**config.mk**
```make
export PLATFORM = sky130hd
export DESIGN_NAME = round_robin_id_allocator
export DESIGN_NICKNAME = d
export VERILOG_FILES = /design/src/rtl/rra_pkg.sv /design/src/rtl/rra_cell.sv /design/src/rtl/round_robin_id_allocator.sv
export SDC_FILE = /design/constraint.sdc
export NUM_CORES = 1
export LEC_CHECK = 0
export ABC_AREA = 1
export CORE_ASPECT_RATIO = 0.9
export CORE_UTILIZATION = 45
export CTS_BUF_LIST = sky130_fd_sc_hd__clkbuf_4
export DETAILED_ROUTE_END_ITERATION = 12
export DONT_BUFFER_PORTS = 1
export GPL_TIMING_DRIVEN = 0
export PLACE_DENSITY_LB_ADDON = 0.25
export SLEW_MARGIN = 20
export SYNTH_ARGS = -nofsm -noshare
export SYNTH_HDL_FRONTEND = slang
export SYNTH_SLANG_ARGS = --single-unit
export TNS_END_PERCENT = 30
```
**constraint.sdc**
```tcl
create_clock -name clk_i -period 2.8 [get_ports clk_i]
set_input_delay 0.42 -clock clk_i [delete_from_list [all_inputs] [get_ports clk_i]]
set_output_delay 0.42 -clock clk_i [all_outputs]
set_load 0.005 [all_outputs]
```
**src/rtl/rra_pkg.sv**
```systemverilog
// ============================================================================
// rra_pkg: shared types and codes of the round-robin ID allocator
// Command, answer and entry codes, and the control group fed to each cell.
// ============================================================================
package rra_pkg;

  // Command codes of an input beat
  typedef enum logic [1:0] {
    CMD_INIT    = 2'd0,
    CMD_ALLOC   = 2'd1,
    CMD_RELEASE = 2'd2,
    CMD_FINISH  = 2'd3
  } cmd_e;

  // Answer codes of an output beat
  typedef enum logic [1:0] {
    RES_OK     = 2'd0,
    RES_FULL   = 2'd1,
    RES_RANGE  = 2'd2,
    RES_NOINIT = 2'd3
  } res_e;

  // Per-entry status held in each cell
  typedef enum logic [1:0] {
    ST_FREE     = 2'd0,
    ST_INUSE    = 2'd1,
    ST_RELEASED = 2'd2
  } entry_e;

  // Broadcast control from the sequencer to every cell
  typedef struct packed {
    logic init;    // clear entry to free
    logic finish;  // released -> free
    logic rel_en;  // release the entry whose index matches
    logic start;   // drop the search token at the start index
    logic step;    // search cycle: claim if holding token and free, pass token on
  } ctrl_t;

  localparam int unsigned IdW = 16;

endpackage

```
**src/rtl/rra_cell.sv**
```systemverilog
// ============================================================================
// rra_cell: one entry of the allocator ring
// Holds the entry status and the search token; claims the entry when the
// token sits here and the entry is free, and hands the token to its neighbor.
// ============================================================================
module rra_cell #(
  parameter int unsigned IdxW = 6,
  parameter int unsigned Idx  = 0
) (
  input  logic             clk_i,
  input  logic             rst_ni,
  input  rra_pkg::ctrl_t   ctrl_i,
  input  logic [IdxW-1:0]  rel_idx_i,
  input  logic [IdxW-1:0]  start_idx_i,
  input  logic             token_i,
  output logic             token_o,
  output logic             hit_o
);

  localparam logic [IdxW-1:0] MyIdx = IdxW'(Idx);

  rra_pkg::entry_e status_q, status_d;
  logic            token_q, token_d;

  // token here and entry free during a search cycle
  assign hit_o   = ctrl_i.step && token_q && (status_q == rra_pkg::ST_FREE);
  assign token_o = token_q;

  // token movement: load at start, shift one cell per search cycle
  always_comb begin
    token_d = token_q;
    if (ctrl_i.start) begin
      token_d = (start_idx_i == MyIdx);
    end else if (ctrl_i.step) begin
      token_d = token_i;
    end
  end

  // entry status update
  always_comb begin
    status_d = status_q;
    if (ctrl_i.init) begin
      status_d = rra_pkg::ST_FREE;
    end else if (ctrl_i.finish) begin
      if (status_q == rra_pkg::ST_RELEASED) status_d = rra_pkg::ST_FREE;
    end else if (ctrl_i.rel_en && (rel_idx_i == MyIdx)) begin
      status_d = rra_pkg::ST_RELEASED;
    end else if (hit_o) begin
      status_d = rra_pkg::ST_INUSE;
    end
  end

  always_ff @(posedge clk_i or negedge rst_ni) begin
    if (!rst_ni) begin
      status_q <= rra_pkg::ST_FREE;
      token_q  <= 1'b0;
    end else begin
      status_q <= status_d;
      token_q  <= token_d;
    end
  end

endmodule

```
**src/rtl/round_robin_id_allocator.sv**
```systemverilog
// ============================================================================
// round_robin_id_allocator: round-robin free-list ID allocator
// A ring of NUM_IDS cells holds the entry status; a one-hot search token
// walks the ring from the search pointer to find a free entry.
// ============================================================================
//  channel | signals                          | direction
//  --------+----------------------------------+----------
//  in      | in_valid_i/in_ready_o, command_i,| in
//          | release_id_i                     |
//  out     | out_valid_o/out_ready_i,         | out
//          | new_id_o, status_o               |
//
// For init, release and finish the result is valid the cycle after accept,
// and the next beat is taken the cycle after it leaves.
// Allocate adds a search: the token steps one cell per cycle around the ring,
// visiting 1..NUM_IDS cells until it claims a free entry or finds none.
// One beat is in flight at a time; a new beat is taken once the result leaves.
// Reset clears all entries to free, the pointer to 0 and the init flag.
// A stalled output holds its result and keeps the input blocked until it leaves.
// ============================================================================
module round_robin_id_allocator #(
  parameter int unsigned NUM_IDS = 64,
  parameter int unsigned ID_BASE = 1
) (
  input  logic        clk_i,
  input  logic        rst_ni,
  input  logic        in_valid_i,
  output logic        in_ready_o,
  input  logic [1:0]  command_i,
  input  logic [15:0] release_id_i,
  output logic        out_valid_o,
  input  logic        out_ready_i,
  output logic [15:0] new_id_o,
  output logic [1:0]  status_o
);

  localparam int unsigned IdxW = (NUM_IDS > 2) ? $clog2(NUM_IDS) : 1;
  localparam logic [IdxW-1:0] LastIdx = IdxW'(NUM_IDS - 1);

  typedef enum logic [1:0] {
    S_IDLE,
    S_SEARCH,
    S_RESP
  } state_e;

  state_e            state_q;
  logic              init_q;
  logic [IdxW-1:0]   ptr_q;
  logic [IdxW-1:0]   pos_q;
  logic [IdxW-1:0]   cnt_q;
  logic [15:0]       new_id_q;
  rra_pkg::res_e     status_q;

  rra_pkg::ctrl_t    ctrl;
  rra_pkg::cmd_e     cmd;
  logic              accept;
  logic [16:0]       rel_off;
  logic              rel_ok;
  logic [IdxW-1:0]   rel_idx;
  logic [IdxW-1:0]   pos_next;
  logic [NUM_IDS-1:0] tok;
  logic [NUM_IDS-1:0] hit;
  logic              hit_any;

  assign cmd    = rra_pkg::cmd_e'(command_i);
  assign accept = in_valid_i && in_ready_o;

  // release range check
  assign rel_off = {1'b0, release_id_i} - 17'(ID_BASE);
  assign rel_ok  = (release_id_i >= 16'(ID_BASE)) && (rel_off < 17'(NUM_IDS));
  assign rel_idx = rel_off[IdxW-1:0];

  assign pos_next = (pos_q == LastIdx) ? '0 : pos_q + 1'b1;

  // broadcast control to the ring
  always_comb begin
    ctrl        = '0;
    ctrl.init   = accept && (cmd == rra_pkg::CMD_INIT);
    ctrl.finish = accept && (cmd == rra_pkg::CMD_FINISH);
    ctrl.rel_en = accept && (cmd == rra_pkg::CMD_RELEASE) && init_q && rel_ok;
    ctrl.start  = accept && (cmd == rra_pkg::CMD_ALLOC) && init_q;
    ctrl.step   = (state_q == S_SEARCH);
  end

  // ring of cells, token passes from cell i-1 to cell i
  for (genvar g = 0; g < NUM_IDS; g++) begin : g_cell
    rra_cell #(
      .IdxW (IdxW),
      .Idx  (g)
    ) u_cell (
      .clk_i       (clk_i),
      .rst_ni      (rst_ni),
      .ctrl_i      (ctrl),
      .rel_idx_i   (rel_idx),
      .start_idx_i (ptr_q),
      .token_i     (tok[(g + NUM_IDS - 1) % NUM_IDS]),
      .token_o     (tok[g]),
      .hit_o       (hit[g])
    );
  end

  assign hit_any = |hit;

  // sequencer and result register
  always_ff @(posedge clk_i or negedge rst_ni) begin
    if (!rst_ni) begin
      state_q  <= S_IDLE;
      init_q   <= 1'b0;
      ptr_q    <= '0;
      pos_q    <= '0;
      cnt_q    <= '0;
      new_id_q <= '0;
      status_q <= rra_pkg::RES_OK;
    end else begin
      unique case (state_q)
        S_IDLE: begin
          if (accept) begin
            new_id_q <= '0;
            status_q <= rra_pkg::RES_OK;
            state_q  <= S_RESP;
            unique case (cmd)
              rra_pkg::CMD_INIT: begin
                init_q <= 1'b1;
                ptr_q  <= '0;
              end
              rra_pkg::CMD_ALLOC: begin
                if (!init_q) begin
                  status_q <= rra_pkg::RES_NOINIT;
                end else begin
                  pos_q   <= ptr_q;
                  cnt_q   <= '0;
                  state_q <= S_SEARCH;
                end
              end
              rra_pkg::CMD_RELEASE: begin
                if (!init_q) status_q <= rra_pkg::RES_NOINIT;
                else if (!rel_ok) status_q <= rra_pkg::RES_RANGE;
              end
              default: begin
              end
            endcase
          end
        end
        S_SEARCH: begin
          if (hit_any) begin
            new_id_q <= 16'(pos_q) + 16'(ID_BASE);
            ptr_q    <= pos_next;
            state_q  <= S_RESP;
          end else if (cnt_q == LastIdx) begin
            status_q <= rra_pkg::RES_FULL;
            state_q  <= S_RESP;
          end else begin
            pos_q <= pos_next;
            cnt_q <= cnt_q + 1'b1;
          end
        end
        S_RESP: begin
          if (out_ready_i) state_q <= S_IDLE;
        end
        default: state_q <= S_IDLE;
      endcase
    end
  end

  assign in_ready_o  = (state_q == S_IDLE);
  assign out_valid_o = (state_q == S_RESP);
  assign new_id_o    = new_id_q;
  assign status_o    = status_q;

  // at most one cell claims per search cycle
  assert property (@(posedge clk_i) disable iff (!rst_ni) $onehot0(hit))
    else $error("more than one cell hit");

  // exactly one token circulates while searching
  assert property (@(posedge clk_i) disable iff (!rst_ni)
    (state_q == S_SEARCH) |-> $onehot(tok))
    else $error("search token lost or duplicated");

  // the token position tracks the cell that reports the hit
  assert property (@(posedge clk_i) disable iff (!rst_ni)
    (state_q == S_SEARCH) |-> tok[pos_q])
    else $error("token not at tracked position");

  // a hit ends the search with an ok answer and a nonzero ID
  assert property (@(posedge clk_i) disable iff (!rst_ni)
    (state_q == S_SEARCH && hit_any) |=>
      (state_q == S_RESP && status_q == rra_pkg::RES_OK && new_id_q != '0))
    else $error("hit did not give an ID");

  // once initialized, the block stays initialized
  assert property (@(posedge clk_i) disable iff (!rst_ni) !$fell(init_q))
    else $error("init flag dropped");

endmodule

```
* Yosys cells after proc, flatten, opt, wreduce, memory -nomap -nowiden
Cells that the tools add are included.
** Storage, ports and cells
- Bits in registers :: 231
- Input bits :: 22
- Output and inout port bits :: 20
- Word-level logic and storage cells :: 1301
** Operators by class
- Magnitude comparators :: 2
- Reduce and logical (&&, ||, !) cells :: 406
- Eq/ne operators :: 271
- Add/subtract/negate cells :: 4
- Multiplexer cells :: 483
** Operator list (count)
- 2-bit two-way mux :: 332
- 6-bit == test, second input constant :: 66
- 4-bit nonzero test :: 64
- 1-bit logical AND :: 201
- 6-bit by 5-bit == test with 1-bit output, second input constant :: 32
- 3-bit by 1-bit != test with 1-bit output, second input constant :: 64
- 2-bit == test, second input constant :: 67
- 2-bit logical NOT :: 66
- 1-bit two-way mux :: 128
- 2-bit AND reduction :: 64
- 6-bit by 4-bit == test with 1-bit output, second input constant :: 16
- 6-bit two-way mux :: 14
- 64-bit OR reduction :: 1
- 6-bit by 3-bit == test with 1-bit output, second input constant :: 8
- 6-bit case mux with 2 select lines :: 3
- 16-bit two-way mux :: 2
- 16-bit case mux with 2 select lines :: 1
- 6-bit by 2-bit == test with 1-bit output, second input constant :: 4
- 17-bit by 7-bit < comparator with 1-bit output, second input constant :: 1
- 16-bit by 1-bit subtractor with 17-bit output, second input constant :: 1
- 16-bit by 1-bit >= comparator with 1-bit output, second input constant :: 1
- 6-bit by 1-bit adder with 6-bit output, second input constant :: 2
- 6-bit by 1-bit == test with 1-bit output, second input constant :: 2
- 6-bit logical NOT :: 2
- other kinds (11) :: 24

* Depth between registers and ports, before layout
Gate-level depths: netlist of the first run.
- Depth in word-level cells :: 9
- Gate-level depth with buffers :: 17
- Depth with buffers taken out :: 15

* By module
A second synthesis of the first run with hierarchy kept.
** Unflattened totals
- Cells, all modules :: 2707
- Area total of the unflattened synthesis :: 17371.7 um2
** Modules (own cells, without submodules)
- round_robin_id_allocator :: area each 2551.2 um2, cells each 397, instances 1, sequential area each 750.7 um2
- rra_cell (g_cell[11].u_cell ...) :: area each 237.7 um2, cells each 39, instances 8, sequential area each 75.1 um2
- rra_cell (g_cell[21].u_cell ...) :: area each 236.5 um2, cells each 35, instances 8, sequential area each 75.1 um2
- rra_cell (g_cell[23].u_cell ...) :: area each 222.7 um2, cells each 33, instances 8, sequential area each 75.1 um2
- rra_cell (g_cell[1].u_cell ...) :: area each 245.2 um2, cells each 41, instances 4, sequential area each 75.1 um2
- rra_cell (g_cell[10].u_cell ...) :: area each 244.0 um2, cells each 39, instances 4, sequential area each 75.1 um2
- rra_cell (g_cell[20].u_cell ...) :: area each 230.2 um2, cells each 36, instances 4, sequential area each 75.1 um2
- rra_cell (g_cell[29].u_cell ...) :: area each 227.7 um2, cells each 34, instances 4, sequential area each 75.1 um2
- rra_cell (g_cell[31].u_cell ...) :: area each 224.0 um2, cells each 33, instances 4, sequential area each 75.1 um2
- rra_cell (g_cell[28].u_cell ...) :: area each 234.0 um2, cells each 37, instances 3, sequential area each 75.1 um2
- rra_cell (g_cell[16].u_cell ...) :: area each 236.5 um2, cells each 40, instances 2, sequential area each 75.1 um2
- rra_cell (g_cell[49].u_cell ...) :: area each 231.5 um2, cells each 37, instances 2, sequential area each 75.1 um2
- rra_cell (g_cell[52].u_cell ...) :: area each 227.7 um2, cells each 36, instances 2, sequential area each 75.1 um2
- rra_cell (g_cell[19].u_cell ...) :: area each 226.5 um2, cells each 35, instances 2, sequential area each 75.1 um2
- 7 more rows

* Least setup slack after synthesis of the first run
OpenSTA, ideal clock, no wires.
- Kind :: input port to flip-flop
- Start point :: in release_id_i[0]
- End point :: reg g_cell[10].u_cell.status_q[1]
- Data required time :: 2735 ps
- Data arrival time :: 2109 ps
- Stages :: 12
- Slack :: 626 ps
- Setup time :: 65 ps
- Path buffers :: 2
- Cell sequence :: buf_2 > nor2_1 > nand2_1 > nor2_2 > xnor2_1 > nand3_1 > nor2_2 > nand2_1 > nor3_4 > buf_6 > nand3_1 > nand2_1
** On the way
- Word-level cells in the longest chain between the ends :: 8
- Elaborated cells between the ends (all ways) :: 12
- Those cells by class :: add/sub: 1; order compare: 2; eq/ne: 1; mux: 3; reduce/logical: 5
** RTL lines
- from (decl) :: RTL line round_robin_id_allocator.sv:30 : input logic [15:0] release_id_i,
- 16-bit by 1-bit subtractor with 17-bit output :: RTL line round_robin_id_allocator.sv:69 : assign rel_off = {1'b0, release_id_i} - 17'(ID_BASE);
- 17-bit by 7-bit < comparator with 1-bit output :: RTL line round_robin_id_allocator.sv:70 : assign rel_ok = (release_id_i >= 16'(ID_BASE)) && (rel_off < 17'(NUM_IDS));
- 1-bit logical AND :: RTL line round_robin_id_allocator.sv:70
- 1-bit logical AND :: RTL line round_robin_id_allocator.sv:80 : ctrl.rel_en = accept && (cmd == rra_pkg::CMD_RELEASE) && init_q && rel_ok;
- 1-bit logical AND * :: RTL line rra_cell.sv:46 : end else if (ctrl_i.rel_en && (rel_idx_i == MyIdx)) begin
- 2-bit two-way mux :: RTL line rra_cell.sv:46
- 2-bit two-way mux :: RTL line rra_cell.sv:44 : end else if (ctrl_i.finish) begin
- 2-bit two-way mux :: RTL line rra_cell.sv:42 : if (ctrl_i.init) begin
- to (signal assigned) :: RTL line rra_cell.sv:55 : status_q <= rra_pkg::ST_FREE;
- to (signal assigned) :: RTL line rra_cell.sv:58 : status_q <= status_d;
- to (decl) :: RTL line rra_cell.sv:22 : rra_pkg::entry_e status_q, status_d;
Every way passes the cells marked *; elsewhere a longest branch is shown, timed or not.
A chain may end at the register's enable or synchronous reset.

* Worst setup path after layout of the first run
- Start point :: reg state_q[1]
- End point :: reg ptr_q[2]
** On the way
- Word-level cells in the longest chain between the ends :: 6
- Elaborated cells between the ends (all ways) :: 138
- Those cells by class :: eq/ne: 4; mux: 1; reduce/logical: 133
** RTL lines
- from (decl) :: RTL line round_robin_id_allocator.sv:46 : state_e state_q;
- from (signal assigned) :: RTL line round_robin_id_allocator.sv:107 : state_q <= S_IDLE;
- from (signal assigned) :: RTL line round_robin_id_allocator.sv:120 : state_q <= S_RESP;
- from (signal assigned) :: RTL line round_robin_id_allocator.sv:132 : state_q <= S_SEARCH;
- 2-bit by 1-bit == test with 1-bit output :: RTL line round_robin_id_allocator.sv:82, round_robin_id_allocator.sv:115
- 1-bit logical AND (2 in series) :: RTL line rra_cell.sv:26 : assign hit_o = ctrl_i.step && token_q && (status_q == rra_pkg::ST_FREE);
- 64-bit OR reduction :: RTL line round_robin_id_allocator.sv:102 : assign hit_any = |hit;
- 2-bit != test (no line)
- 4-bit AND reduction (no line)
- to (signal assigned) :: RTL line round_robin_id_allocator.sv:147 : ptr_q <= pos_next;
- to (decl) :: RTL line round_robin_id_allocator.sv:48 : logic [IdxW-1:0] ptr_q;
Parallel ways exist; a longest one is shown, timed or not.

==> run metrics, run 1 <==
outcome complete, but fails checks; violated checks hold timing; most frequent cells in the layout 471 x nand2_1, 262 x nor2_1, 257 x o21ai_0, 221 x dfrtp_1, 205 x inv_1; Final min period 2740 ps; number of synthesized register bits 222; Max Freq 0.364 GHz; fin area 14300 µm²; worst endpoint required time 3420 ps; RR Endpoint ptr_q[2]; Bufs on Longest Clock Path 3; combinational power share 29.2%; DR pass1 iterations 6; DRC 0; pre-CTS WS -358 ps; root buf cell clkbuf_4; Die Span Y ~160 µm; Synth top area share between 40% and 50%; min setup slack post-route 56.0 ps; post-synthesis cell area between 10000 and 15000 µm²; Mapped Cells approximately 1900; first-pass GRT wire length 69700 µm; Slew Viols, Final 0; Reg-to-Reg Start state_q[1]; Final ANT Viol Nets 0; Die Wd 180 µm; Vias 13236; Detailed Route WL 45500 µm; Psw roughly 4.0 mW; port bufs 0; CP startpoint state_q[1]; switching part of the total 38.2%; largest net degree at the start of global routing 223; Final setup viols 0; Area after DPL 13300 µm²; die footprint 29200 µm²; number of global-route vias before repair 12548; HP Class input port to async pin; CTS Hold Bufs 5; CP Launch Type register; cell types occupying the most area after synthesis dfrtp_1 43%, nand2_1 14%, o21ai_0 10%; H-tree depth 2; r2r setup slk 60 ps; Ports 42; Flop pwr share a little over two fifths; final net count 1978; Pwr Total about 10 mW; CTS tree built; Clock power frac 27.7%; Worst-Margin Slew 712 ps; worst clock skew 50.1 ps; Num CTS Buffers 60; clk_lat worst skew around 760 ps; CP endpoint ptr_q[2]; wire length per cell approximately 19 µm; layout overhead on the synthesized area 11.1%; Synth cell types 32; register area share after synthesis 43.3%; initial antenna violation count 1; Fillers about 2900; leading area contributor after synthesis dfrtp_1; GRT Util Overall between 30% and 40%; YS warnings 0; period utilization 98.0%; CP Capture Type register; commonest non-fill, non-tap cell in the layout nand2_1; Std-Cell Rows 58; clk slew on worst S/H paths around 80 ps; Int Pwr around 6.5 mW; final hold violation count 222; drt initial violations 1307; WS Path Type register to register; leak pwr 7.08 nW; Starting Density 45.8%; Clock Sinks around 220; Core Footprint 28000 µm²; layout cell share with drive strength beyond 1 9.78%; max_slew headroom between 50% and 60%; Peak VDD IR 336 µV; crit-path max FO 10; Worst EP arrival 3360 ps; # Max-Cap Violations 0; Avg Cell Area, Syn 6.86 µm²; worst-case reg-to-reg path depth 16; dpl hpwl 33100 µm; pwr/cell area 734 nW/µm²; RD Place Congestion between 0.9 and 1; hold slack -625 ps; DR vias/cell 5.62; GRT overflow 0
## through the flow
stage,cells,utilization (%),TNS [ps]
3_5_place_dp,2240,47.6,-41800
6_report,2354,50.9,0
2_1_floorplan,1880,-,0
5_1_grt,2354,50.9,-20.5
3_3_place_gp,2240,47.6,-41080
4_1_cts,2351,50.5,-10.4
## cell families after synthesis
kind of cell | share of synthesized area, %
fa+ha+maj | 0.585
buf+inv | 9.98
compound gates | 14.4
xor+xnor | 0.273
flops | 43.3
simple gates | 31.4
other cells | 0.0292
## sequential cells by signal, summed over array words and instances (netlist names)
| register | cells |
|---|---|
| cnt_q | 6 |
| g_cell.u_cell.status_q | 128 |
| g_cell.u_cell.token_o | 64 |
| init_q | 1 |
| new_id_o | 7 |
| pos_q | 6 |
| ptr_q | 6 |
| state_q | 2 |
| status_o | 2 |
## power by group through the flow
| stage | Sequential (mW) | Clock, mW | Combinational [mW] |
|---|---|---|---|
| after floorplan | 4.43 | 0 | 2.00 |
| after global placement | 4.51 | 0 | 2.72 |
| after CTS | 4.50 | 2.95 | 2.89 |
| after detailed placement | 4.55 | 0 | 2.80 |
| final | 4.51 | 2.90 | 3.06 |
| after global routing | 4.60 | 3.13 | 3.38 |
## how the worst min path moves through the flow
stage	start	end	slack [ps]	cells past startpoint
3_3_place_gp	rst_ni	new_id_o[1]	130	0
2_1_floorplan	rst_ni	cnt_q[0]	120	0
3_5_place_dp	rst_ni	new_id_o[3]	130	0
6_report	rst_ni	g_cell[2].u_cell.token_o	-630	0
5_1_grt	rst_ni	g_cell[48].u_cell.status_q[0]	-690	0
4_1_cts	rst_ni	g_cell[13].u_cell.status_q[1]	-660	0
## critical path, cell delays in order, from the launching register on
cell	delay (ps)
dfrtp_2	420
inv_2	50
nand2_1	120
buf_6	180
buf_4	230
nor2_1	130
nand2_1	80
nand2_1	60
nor2_2	160
nand3_1	110
nor2_1	170
nand2_2	160
nor2_4	220
nand2_2	120
clkbuf_4	210
nand2_1	120
nand2_1	70
## per-layer routing
layer | routed length (µm) | vias up | global-route usage, % | part of all wire (%)
met1 | 19600 | 6218 | 42.5 | 43
met2 | 19500 | 637 | 46.6 | 43
li1 | - | 6255 | - | -
met3 | 4680 | 126 | 8.72 | 10
met5 | 0 | - | 0 | 0
met4 | 1690 | 0 | 14.1 | 3.7
## repair_timing
item,in CTS,in global routing
resized for setup,12,41
setup endpoints to repair,154,190
setup buffers,1,2
gates cloned,0,0
pin swaps,2,2
hold endpoints to repair,226,222
## final cells by class
| type | count | area, µm² | area share, % |
|---|---|---|---|
| diodes | 1 | 2.50 | 0.0175 |
| plain buffers | 97 | 529 | 3.71 |
| clock buffers | 92 | 691 | 4.84 |
| clock inverters | 13 | 48.8 | 0.342 |
| inverters | 206 | 773 | 5.42 |
| multi-input cells | 1355 | 6130 | 43.0 |
| flip-flops and latches | 222 | 5560 | 38.9 |
| well taps | 360 | 450 | 3.16 |
| repair buffers | 8 | 85.1 | 0.596 |
## cell usage after synthesis (all sizes together)
cell type	instances
a21oi	101
a22oi	1
buf	56
clkbuf	41
conb	1
dfrtp	222
ha	6
inv	206
nand2	476
nand3	109
nand3b	1
nand4	76
nor2	293
nor3	10
nor3b	3
o211ai	1
o21a	1
o21ai	258
o21bai	1
o22ai	3
o31ai	1
or2	1
xnor2	1
xor2	3
No activity file was read; power rests on OpenSTA's default activity.
==> run 2, diff against run 1 <==
Settings changed: CORE_ASPECT_RATIO 0.9 to 0.5, REMOVE_ABC_BUFFERS set to 1, SKIP_CTS_REPAIR_TIMING set to 1.
==> run metrics, run 2 (synthesis gave the netlist of run 1 again) <==
Ports 42; DRC 0; first-pass GRT wire length 61600 µm; # Max-Cap Violations 0; DR pass1 iterations 6; largest net degree at the start of global routing 223; fin area 14300 µm²; worst endpoint required time approximately 3500 ps; min setup slack post-route -102 ps; worst clock skew approximately 46 ps; initial antenna violation count 1; layout cell share with drive strength beyond 1 7.76%; CP Capture Type register; pre-CTS WS -829 ps; pwr/cell area around 700 nW/µm²; Max Freq 0.345 GHz; die footprint 29300 µm²; Std-Cell Rows 43; Num CTS Buffers 55; leak pwr 7.04 nW; Die Wd 241 µm; unrepaired setup endpoints after global routing yes; Slew Viols, Final 0; Reg-to-Reg Start state_q[1]; Psw 3.82 mW; crit-path max FO 29; GRT Util Overall approximately 27%; Largest Register g_cell.u_cell.status_q; most frequent cells in the layout 472 x nand2_1, 280 x nor2_1, 256 x o21ai_0, 222 x dfrtp_1, 204 x inv_1; port bufs 0; GRT overflow 0; dpl hpwl 25700 µm; worst-case reg-to-reg path depth 14; r2r setup slk -100 ps; max FFs per register 128; area of the multi-input gates 6140 µm²; FF/Latch Area 5560 µm²; Area after DPL around 13000 µm²; CP startpoint state_q[1]; Final ANT Viol Nets 0; Worst-Margin Slew approximately 1100 ps; drt initial violations 1265; Final Util around 51%; commonest non-fill, non-tap cell in the layout nand2_1; hold slack -611 ps; Detailed Route WL 39900 µm; switching part of the total a little under two fifths; final hold violation count about 220; CTS tree built; layout overhead on the synthesized area 11.7%; Final min period 2900 ps; Peak VDD IR between 200 and 300 µV; Fillers 2769; Core Footprint 27900 µm²; outcome complete, but fails checks; Flop pwr share 43.6%; DR vias/cell 5.49; clk_lat worst skew between 700 and 800 ps; RD Place Congestion 0.905; Bufs on Longest Clock Path 3; combinational power share 28.3%; violated checks hold timing, setup timing; wire length per cell ~17 µm; Final setup viols 60; period utilization 104%; Clock Sinks 222; max_slew headroom 29.3%; clk slew on worst S/H paths 70 ps; Starting Density 46.1%; Clock power frac 28.1%; Die Span Y 121 µm; Vias 12629; Worst EP arrival 3550 ps; CP endpoint pos_q[1]; H-tree depth 2; WS Path Type register to register; RR Endpoint pos_q[1]; Int Pwr 6.46 mW; number of global-route vias before repair approximately 11000; root buf cell clkbuf_4; final net count ~1900; HP Class input port to async pin; CP Launch Type register
## run 2: cell types whose count changed in the layout (fill, tap and decap cells not counted), sizes merged
cell and delta:
clkinvlp +1, inv -2, clkbuf -50, nor2 +1
dlygate4sd3 -2, buf -24, clkinv +1, bufinv +1
## run 2: metal layers
metal  part of all wire [%]  wire length, µm  up-vias  global-route usage, %
met5                      0                0        -                      0
met3                     13             5070       74                   9.08
met2                     40            15800      607                   37.4
met1                     46            18200     5849                   40.4
li1                       -                -     6099                      -
met4                    2.1              824        0                   8.66
## run 2: worst max-delay path, cell delays in order (launching register included)
cell and delay (ps):
dfrtp_1 440, inv_2 70, nand2_4 210, buf_16 230, nor2_1 180, nand3_1 100, inv_1 50, nor2_1 210
nand3_2 190, nor2_1 200, nand2_1 180, nor3_4 350, nand2_4 190, nand2_1 120, nand2_1 50
## run 2: worst min path at each step
stage | start | slack (ps) | endpoint | depth (start not counted)
after floorplan | rst_ni | 120 | cnt_q[0] | 0
after global placement | rst_ni | 140 | g_cell[53].u_cell.status_q[1] | 0
after detailed placement | rst_ni | 140 | g_cell[53].u_cell.status_q[0] | 0
after CTS | rst_ni | -680 | g_cell[19].u_cell.status_q[1] | 0
after global routing | rst_ni | -650 | cnt_q[2] | 0
final | rst_ni | -610 | g_cell[53].u_cell.status_q[0] | 0
## run 2: power groups by stage
stage	clock network [mW]	logic (mW)	registers [mW]
floorplan	0	1.98	4.44
global placement	0	2.65	4.51
detailed placement	0	2.71	4.54
CTS	2.93	2.73	4.47
global route	3.11	3.26	4.58
finish	2.89	2.91	4.48
## run 2: metrics by stage
step	setup TNS (ps)	total power, mW	instances	hold WS, ps
2_1_floorplan	-761300	6.42	1783	124
3_3_place_gp	-1539480	7.16	2165	143
3_5_place_dp	-44790	7.25	2187	141
4_1_cts	-16500	10.1	2284	-681
5_1_grt	-17680	11.0	2302	-653
6_report	-2290	10.3	2302	-611
## run 2: cell type report
cell class,count,area share (%)
clock buffer,83,4.34
clock inverter,14,0.567
inverter,206,5.42
sequential,222,38.7
timing repair buffer,38,4.78
tap,382,3.33
multi-input combinational,1356,42.8
antenna,1,0.0174
==> run 3, diff against run 2 <==
Settings changed: CORE_ASPECT_RATIO 0.5 to unset.
==> run metrics, run 3 (synthesis gave the netlist of run 1 again) <==
outcome complete, but fails checks; violated checks hold timing; Final min period around 2700 ps; CP Launch Type register; final hold violation count about 220; H-tree depth 3; CP Capture Type register; HP Class input port to async pin; worst-case reg-to-reg path depth 13; Max Freq 0.373 GHz; final net count 1924; r2r setup slk 120 ps; number of global-route vias before repair 11820; Starting Density a little under half; CP endpoint pos_q[4]; Pwr Total between 10 and 15 mW; root buf cell clkbuf_4; period utilization 95.7%; Die Wd 171 µm; Worst-Margin Slew 1030 ps; Top Metal Used met4; die footprint about 29000 µm²; first-pass GRT wire length about 61000 µm; Vias 12745; Reg-to-Reg Start state_q[0]; Slew Viols, Final 0; Num CTS Buffers 66; leak pwr 7.14 nW; Largest Register g_cell.u_cell.status_q; wire length on met1 16900 µm; clk slew on worst S/H paths roughly 70 ps; pwr/cell area 728 nW/µm²; clk_lat worst skew slightly below 700 ps; hold slack -579 ps; Final setup viols 0; worst clock skew 46.4 ps; most frequent cells in the layout 470 x nand2_1, 279 x nor2_1, 256 x o21ai_0, 221 x dfrtp_1, 204 x inv_1; DR vias/cell 5.50; Fillers 2806; dpl hpwl about 25000 µm; Crit-path slowest cell dfrtp_1; Final ANT Viol Nets 0; Std-Cell Rows 61; layout overhead on the synthesized area 12.9%; DR pass1 iterations 7; GRT Util Overall approximately 27%; Peak VDD IR 305 µV; slowest cell delay on critical path 480 ps; layout cell share with drive strength beyond 1 9.08%; RD Place Congestion 0.865; max_slew headroom 30.9%; Core Footprint 27900 µm²; met2 wire len approximately 17000 µm; CP startpoint state_q[0]; Critical Path Most Common Cell nand2_1; CTS tree built; port bufs 0; initial antenna violation count 2; max FFs per register roughly 130; commonest non-fill, non-tap cell in the layout nand2_1; wire length on met3 between 3000 and 4000 µm; pre-CTS WS -976 ps; # Max-Cap Violations 0; Detailed Route WL 39000 µm; RR Endpoint pos_q[4]; Worst EP arrival 3210 ps; wire length per cell approximately 17 µm; Die Span Y 171 µm; Bufs on Longest Clock Path 3; Ports 42; GRT overflow 0; largest net degree at the start of global routing 223; WS Path Type register to register; crit-path cells nand2_4 -> buf_16 -> nor2_1 -> nand2_1 -> nand2_1 -> nor2_2 -> nand3_1 -> nor2_1 -> nand2_1 -> nor3_4 -> nand2_4 -> nand2_1 -> nand2_1; Final Util 51.9%; crit-path max FO 30; drt initial violations approximately 1200; worst endpoint required time 3330 ps; placed cells 2184; Clock Sinks 222; min setup slack post-route 122 ps; fin cells ~2300; unrepaired setup endpoints after global routing yes; DRC 0
run 3: cell types whose count changed in the layout (fill, tap and decap cells not counted), moves of 2 or more:
cell and change:
clkbuf_4 +18, buf_4 +8, buf_6 -2, dlygate4sd3_1 -2
nand2_1 -2
run 3: worst min-delay path by stage:
stage / end / from / cells past startpoint
floorplan: cnt_q[0] / rst_ni / 0
global route: status_o[1] / rst_ni / 0
detailed placement: cnt_q[1] / rst_ni / 0
CTS: state_q[0] / rst_ni / 0
global placement: cnt_q[1] / rst_ni / 0
finish: state_q[0] / rst_ni / 0
run 3: metrics by stage:
stage,setup TNS [ps],area (µm²)
after floorplan,-761300,12400
final,0,14500
after global routing,-139,14500
after detailed placement,-50540,13400
after global placement,-1493260,12800
after CTS,-17420,14200
run 3: final cells by class:
| cell class | count | area (µm²) | share of cell area (%) |
|---|---|---|---|
| sequential | 222 | 5560 | 38.3 |
| multi-input combinational | 1357 | 6160 | 42.5 |
| inverter | 206 | 773 | 5.34 |
| clock buffer | 101 | 758 | 5.23 |
| timing repair buffer | 43 | 726 | 5.01 |
| clock inverter | 10 | 38.8 | 0.268 |
| antenna | 1 | 2.50 | 0.0173 |
| tap | 378 | 473 | 3.26 |
run 3: per-layer routing:
| metal | up-vias | GRT usage, % |
|---|---|---|
| met5 | - | 0 |
| met4 | 0 | 12.9 |
| met2 | 527 | 41.2 |
| met1 | 5984 | 37.0 |
| li1 | 6133 | - |
| met3 | 101 | 5.11 |
run 3: report_power, final:
group | internal (mW) | switching (mW) | total [mW]
combinational | 1.03 | 1.94 | 2.98
sequential | 4.06 | 0.442 | 4.51
clock | 1.62 | 1.44 | 3.07
total | 6.72 | 3.83 | 10.6
run 3: worst max-delay path: cells and delay by family (launching register included):
kind	cells	cell delay, ps
buffers and inverters	1	210
flip-flops	1	480
AND/OR/NAND/NOR	12	1790
